File: config.mk
export PLATFORM = sky130hd
export DESIGN_NAME = fixed_block_free_list_allocator_unit
export DESIGN_NICKNAME = d
export VERILOG_FILES = /design/src/rtl/core/fbfla_pkg.sv /design/src/rtl/core/fixed_block_free_list_allocator_unit.sv /design/src/rtl/core/fbfla_ram.sv /design/src/rtl/core/fbfla_link_store.sv
export SDC_FILE = /design/constraint.sdc
export NUM_CORES = 1
export LEC_CHECK = 0
export BUFFER_PORTS_ARGS = -buffer_cell sky130_fd_sc_hd__buf_4
export CORE_MARGIN = 3
export CORE_UTILIZATION = 56
export DETAILED_ROUTE_END_ITERATION = 10
export GPL_TIMING_DRIVEN = 0
export PLACE_DENSITY_LB_ADDON = 0.25
export SLEW_MARGIN = 25
export SYNTH_ARGS = -nofsm -noshare
export SYNTH_HDL_FRONTEND = slang
export SYNTH_HIERARCHICAL = 1
export SYNTH_SLANG_ARGS = --single-unit
File: constraint.sdc
create_clock -name clk_i -period 8.3 [get_ports clk_i]
set_input_delay 0.83 -clock clk_i [delete_from_list [all_inputs] [get_ports clk_i]]
set_output_delay 0.83 -clock clk_i [all_outputs]
set_load 0.02 [all_outputs]
File: src/rtl/core/fbfla_pkg.sv
package fbfla_pkg;

  // Pool geometry
  localparam int unsigned NUM_BLOCKS = 64;
  localparam int unsigned AddrW      = 6;  // addresses one block
  localparam int unsigned IdxW       = 7;  // block index or end marker
  localparam int unsigned SizeW      = 16;
  localparam int unsigned CountW     = 7;

  localparam logic [IdxW-1:0]   EndMarker     = IdxW'(NUM_BLOCKS);
  localparam logic [CountW-1:0] CountFull     = CountW'(NUM_BLOCKS);
  localparam logic [SizeW-1:0]  BlockSizeRst  = SizeW'(64);

  // Operation codes
  localparam logic FuncAlloc = 1'b0;
  localparam logic FuncFree  = 1'b1;

  // Status codes
  localparam logic [1:0] StatOk        = 2'd0;
  localparam logic [1:0] StatExhausted = 2'd1;
  localparam logic [1:0] StatTooLarge  = 2'd2;
  localparam logic [1:0] StatBadIndex  = 2'd3;

  // Request from the controller to the link store
  typedef struct packed {
    logic             wr_en;
    logic [AddrW-1:0] wr_addr;
    logic [IdxW-1:0]  wr_link;
    logic             rd_en;
    logic [AddrW-1:0] rd_addr;
  } link_req_t;

endpackage

File: src/rtl/core/fixed_block_free_list_allocator_unit.sv
// Pool allocator for 64 equal blocks, kept as a last-in first-out free list
// of block indices. Each input word is an allocate (pop the list head and
// grant it) or a free (push the given index as new head); each gives exactly
// one result word with granted index, status and free count. A request whose
// size is above block_size is refused with status 2, an allocate on an empty
// list gives status 1, a free of an index of 64 or more gives status 3; in
// all those cases the state is left as it was. Double frees are not caught.
// A free or any refused request leaves the block ready at once; a granted
// allocate passes through StPop, as the link of the popped block comes out of
// the registered link memory and must land in the head register first.
// The result word sits in an output register, so the next request is taken
// while it waits, as long as that register frees up in the same cycle.
// No clearing pass is needed after reset: per-entry valid flags supply the
// reset links. The user must write block_size only while idle (not enforced).
module fixed_block_free_list_allocator_unit import fbfla_pkg::*; (
  input  logic              clk_i,
  input  logic              rst_ni,

  // configuration
  input  logic              cfg_we_i,
  input  logic [SizeW-1:0]  cfg_wdata_i,

  // request channel
  input  logic              in_valid_i,
  output logic              in_ready_o,
  input  logic              func_i,
  input  logic [SizeW-1:0]  req_size_i,
  input  logic [IdxW-1:0]   block_index_i,

  // result channel
  output logic              out_valid_o,
  input  logic              out_ready_i,
  output logic [AddrW-1:0]  granted_index_o,
  output logic [1:0]        status_o,
  output logic [CountW-1:0] free_count_o
);

  localparam logic StIdle = 1'b0;  // ready for a request
  localparam logic StPop  = 1'b1;  // link of popped head arriving

  logic              state_q, state_d;
  logic [SizeW-1:0]  block_size_q;
  logic [IdxW-1:0]   head_q, head_d;
  logic [CountW-1:0] free_total_q, free_total_d;

  logic              out_valid_q;
  logic [AddrW-1:0]  granted_q, granted_d;
  logic [1:0]        status_q, status_d;

  logic              accept;
  logic              size_bad;
  logic              list_empty;
  logic              index_bad;
  logic              do_pop;
  logic              do_push;

  link_req_t         link_req;
  logic [IdxW-1:0]   next_link;

  // Take a request only while idle and with room in the output register.
  assign in_ready_o = (state_q == StIdle) && (!out_valid_q || out_ready_i);
  assign accept     = in_valid_i && in_ready_o;

  assign size_bad   = req_size_i > block_size_q;
  assign list_empty = head_q >= EndMarker;
  assign index_bad  = block_index_i >= EndMarker;

  assign do_pop  = accept && !size_bad && (func_i == FuncAlloc) && !list_empty;
  assign do_push = accept && !size_bad && (func_i == FuncFree) && !index_bad;

  // Pop reads the head's link; push links the freed block to the old head.
  always_comb begin
    link_req         = '0;
    link_req.rd_en   = do_pop;
    link_req.rd_addr = head_q[AddrW-1:0];
    link_req.wr_en   = do_push;
    link_req.wr_addr = block_index_i[AddrW-1:0];
    link_req.wr_link = head_q;
  end

  fbfla_link_store u_link_store (
    .clk_i  (clk_i),
    .rst_ni (rst_ni),
    .req_i  (link_req),
    .link_o (next_link)
  );

  // Decide status, grant and the new free count for an accepted word.
  always_comb begin
    granted_d    = '0;
    status_d     = StatOk;
    free_total_d = free_total_q;
    if (size_bad) begin
      status_d = StatTooLarge;
    end else if (func_i == FuncAlloc) begin
      if (list_empty) begin
        status_d = StatExhausted;
      end else begin
        granted_d = head_q[AddrW-1:0];
        if (free_total_q != '0) begin
          free_total_d = free_total_q - 1'b1;
        end
      end
    end else begin
      if (index_bad) begin
        status_d = StatBadIndex;
      end else if (free_total_q < CountFull) begin
        free_total_d = free_total_q + 1'b1;
      end
    end
  end

  // Head update: push takes the freed index now, pop waits for the link.
  always_comb begin
    head_d  = head_q;
    state_d = state_q;
    case (state_q)
      StIdle: begin
        if (do_push) begin
          head_d = block_index_i;
        end
        if (do_pop) begin
          state_d = StPop;
        end
      end
      StPop: begin
        head_d  = next_link;
        state_d = StIdle;
      end
      default: begin
        state_d = StIdle;
      end
    endcase
  end

  always_ff @(posedge clk_i or negedge rst_ni) begin
    if (!rst_ni) begin
      state_q      <= StIdle;
      head_q       <= '0;
      free_total_q <= CountFull;
      block_size_q <= BlockSizeRst;
      out_valid_q  <= 1'b0;
    end else begin
      state_q <= state_d;
      head_q  <= head_d;
      if (cfg_we_i) begin
        block_size_q <= cfg_wdata_i;
      end
      if (accept) begin
        free_total_q <= free_total_d;
        out_valid_q  <= 1'b1;
      end else if (out_ready_i) begin
        out_valid_q  <= 1'b0;
      end
    end
  end

  // Hold the result word until taken.
  always_ff @(posedge clk_i) begin
    if (accept) begin
      granted_q <= granted_d;
      status_q  <= status_d;
    end
  end

  assign out_valid_o     = out_valid_q;
  assign granted_index_o = granted_q;
  assign status_o        = status_q;
  assign free_count_o    = free_total_q;

endmodule

File: src/rtl/core/fbfla_ram.sv
module fbfla_ram #(
  parameter int unsigned Width = 8,
  parameter int unsigned Depth = 64,
  localparam int unsigned AW   = $clog2(Depth)
) (
  input  logic             clk_i,
  input  logic             we_i,
  input  logic [AW-1:0]    waddr_i,
  input  logic [Width-1:0] wdata_i,
  input  logic             re_i,
  input  logic [AW-1:0]    raddr_i,
  output logic [Width-1:0] rdata_o
);

  logic [Width-1:0] mem_q [Depth];
  logic [Width-1:0] rdata_q;

  always_ff @(posedge clk_i) begin
    if (we_i) begin
      mem_q[waddr_i] <= wdata_i;
    end
    if (re_i) begin
      rdata_q <= mem_q[raddr_i];
    end
  end

  assign rdata_o = rdata_q;

endmodule

File: src/rtl/core/fbfla_link_store.sv
module fbfla_link_store import fbfla_pkg::*; (
  input  logic            clk_i,
  input  logic            rst_ni,
  input  link_req_t       req_i,
  output logic [IdxW-1:0] link_o
);

  logic [NUM_BLOCKS-1:0] written_q;
  logic                  rd_written_q;
  logic [IdxW-1:0]       rd_dflt_q;
  logic [IdxW-1:0]       ram_rdata;

  fbfla_ram #(
    .Width (IdxW),
    .Depth (NUM_BLOCKS)
  ) u_ram (
    .clk_i   (clk_i),
    .we_i    (req_i.wr_en),
    .waddr_i (req_i.wr_addr),
    .wdata_i (req_i.wr_link),
    .re_i    (req_i.rd_en),
    .raddr_i (req_i.rd_addr),
    .rdata_o (ram_rdata)
  );

  // An entry never written holds its reset link, index plus one.
  always_ff @(posedge clk_i or negedge rst_ni) begin
    if (!rst_ni) begin
      written_q <= '0;
    end else if (req_i.wr_en) begin
      written_q[req_i.wr_addr] <= 1'b1;
    end
  end

  always_ff @(posedge clk_i) begin
    if (req_i.rd_en) begin
      rd_written_q <= written_q[req_i.rd_addr];
      rd_dflt_q    <= IdxW'({1'b0, req_i.rd_addr} + 1'b1);
    end
  end

  assign link_o = rd_written_q ? ram_rdata : rd_dflt_q;

endmodule

==> results_dict.tcl <==
set metrics [dict create \
    status "finished, final reports clean" \
    antenna_found_initial 1 \
    power_density_nw_per_um2 336 \
    die_h_um 210 \
    wl_per_cell_um 26.9 \
    hold_buffers 0 \
    num_vias 12758 \
    drv_slew 0 \
    cts_made_buffers 56 \
    fin_area_um2 26500 \
    cp.arrival_ns 4.53 \
    dieArea_um2 44100 \
    worst_pin_slew_ns 0.950 \
    track_usage 0.248 \
    place_area_um2 24600 \
    htreeDepth 2 \
    seqCellArea_um2 16600 \
    drive_gt1_frac 0.246 \
    ys_warn_count 6 \
    cp.buffers_inverters 1 \
    yosysSeqAreaShare 0.711 \
    peakVddDrop_mv 0.208 \
    clockRootBuffer "clkbuf_16" \
    startpoint "block_size_q[6]" \
    core.rowCount 74 \
    ff2ff_path_depth 10 \
    syn2layout_area_growth_pct 14.0 \
    grt_pass1_wl_mm 80.8 \
    crit_fanout 20 \
    holdWs_ns 0.306 \
    timing.final.crit_share 0.519 \
    core_um2 40900 \
    cts_tree "built" \
    postRouteAntennaNets 0 \
    min_period_ns 4.31 \
    dieWidth_um 210 \
    async_flop_share 0.169 \
    grt_max_degree 97 \
    routed_wl_mm 53.8 \
    fin_worst_skew_ns 0.0143 \
    syn-num-nets 1364 \
    grt_setup_unrepaired "no" \
    max_freq_ghz 0.232 \
    cts_num_sinks 567 \
    r2r_start "block_size_q[6]" \
    fin_setup_tns_ns 0 \
    cts_resized 0 \
    synth_flop_cell "edfxtp_1" \
    endpoint_kind "flip-flop" \
    critical_path.top_delay_family "simple AND/OR/NAND/NOR gates" \
    multi_input_area_um2 6270 \
    syn-instance-count 1295 \
    finalSetupViolations 0 \
    diodes 0 \
    cp-start-kind "flip-flop" \
    utilization 0.648 \
    cp_cell_sequence "inv_1, ha_1, a41oi_1, o21ai_0, o2bb2ai_1, or3_4, a21boi_4, nor2b_1, nand3_1, nor2_1" \
    cts.clk_slew.worst_paths_ns 0.06 \
    max-slew-margin-rel 0.367 \
    grt.overflow.total 0 \
    io_pins 62 \
    netlist_area_um2 23300 \
    routabilityCongestion 0.953 \
    start_util 0.569 \
    dr.pass1.iters 5 \
    finalHoldViolCount 0 \
    hold_path_class "in2async" \
    syn_area_per_cell_um2 18.0 \
    fill_cells 2775 \
    postCtsSetupRepairBufs 0 \
    crit_path_top_delay_cell "nor2_1" \
    post-route-drc-count 0 \
    worstSkewPairLatency_ns 0.60 \
    ctsLongestPathBuffers 3 \
    nets 1490 \
    yosysUniqueCellTypes 68 \
    first_global_vias 12911 \
    max-cap-violations 0 \
    dr.first_iter.drc_count 1384 \
    dp_hpwl_mm 34.6 \
    cp.required_ns 8.52 \
    p_leak_nw 9.42 \
    vias_per_cell 6.39 \
    portBuffers 61 \
    cp.depth 10 \
    ys_ff_latch 567 \
    critPathKind "reg2reg" \
    synth_edf_count 471 \
    cp_slowest_stage_delay_ns 0.83 \
]
## metrics by stage
stage / power [W] / worst slack (ns) / std cells
final: 0.00892 / 3.99 / 1998
after floorplan: 0.00531 / 4.14 / 1295
after detailed placement: 0.00626 / 3.61 / 1895
after global placement: 0.00619 / 3.12 / 1888
after global routing: 0.00925 / 3.85 / 1998
after CTS: 0.00896 / 4.05 / 1998
## final timing paths
kind                                                    to  slack [ns]
setup / recovery           u_link_store/u_ram/mem_q[46][3]        3.99
hold / removal                            block_size_q[10]        0.31
setup reg to reg           u_link_store/u_ram/mem_q[46][3]        3.99
hold reg to reg                 u_link_store/written_q[34]        0.45
max in group asynchronous                        head_q[5]        7.33
min in group clk_i                         block_size_q[8]        0.43
## synthesized netlist by cell type (all sizes together), types with 15 or more instances
library cell  count  share of area
nand2            42         0.0068
mux2             22          0.011
a21oi            20         0.0048
ha               23          0.012
inv              33         0.0053
mux4            124           0.12
nor3             17         0.0037
a21o             41          0.013
dfrtp            94           0.10
nor2             88          0.015
mux2i            18         0.0077
o21ai            29         0.0062
buf              36          0.011
o21bai           27         0.0087
o22ai            15         0.0040
clkbuf           29         0.0047
edfxtp          471           0.61
## sequential cells by signal, indices dropped and copies added, names as in the netlist, 2 cells and up
name and flops:
free_count_o 7, head_q 7, status_o 2, u_link_store/rd_dflt_q 7, u_link_store/written_q 64, u_link_store/u_ram/rdata_o 7
block_size_q 16, u_link_store/u_ram/mem_q 448, granted_index_o 6
## where the power goes
group | internal, W | switching [W] | leakage, nW
logic | 0.00101 | 0.00144 | 2.93
registers | 0.00353 | 0.000243 | 5.54
clock network | 0.00163 | 0.00106 | 0.947
total | 0.00617 | 0.00274 | 9.42
## cells in the final DEF, fill, tap and decap left out, types with 32 or more instances in the layout
cell type	synthesis	final
edfxtp_1	471	471
mux4_2	117	117
dfrtp_1	94	87
nor2_1	86	86
buf_4	6	66
clkbuf_16	0	57
nand2_1	42	42
a21o_1	41	41
clkbuf_1	28	34
inv_1	32	32
## kinds of logic after synthesis
group / after synthesis / synth area share
buffers and inverters: 98 / 0.0211
AO/OA/AOI/OAI: 196 / 0.0612
multiplexers: 164 / 0.139
adder cells (fa/ha/maj): 24 / 0.0132
flip-flops: 567 / 0.711
AND/OR/NAND/NOR: 236 / 0.0506
XOR/XNOR: 10 / 0.00376
## routing by layer
layer,GRT usage,vias to the layer above,part of all wire
met2,0.390,598,0.48
met5,0,-,0.00020
met3,0.0540,141,0.083
met4,0.0993,2,0.041
li1,-,5440,-
met1,0.346,6577,0.39
## cell type report
type,instances,share of cell area
tap,532,0.0251
multi-input combinational,630,0.236
inverter,33,0.00467
sequential,567,0.624
clock buffer,64,0.0551
timing repair buffer,68,0.0215
clock inverter,39,0.0190
buffer,65,0.0139
No activity file was read; power rests on OpenSTA's default activity.
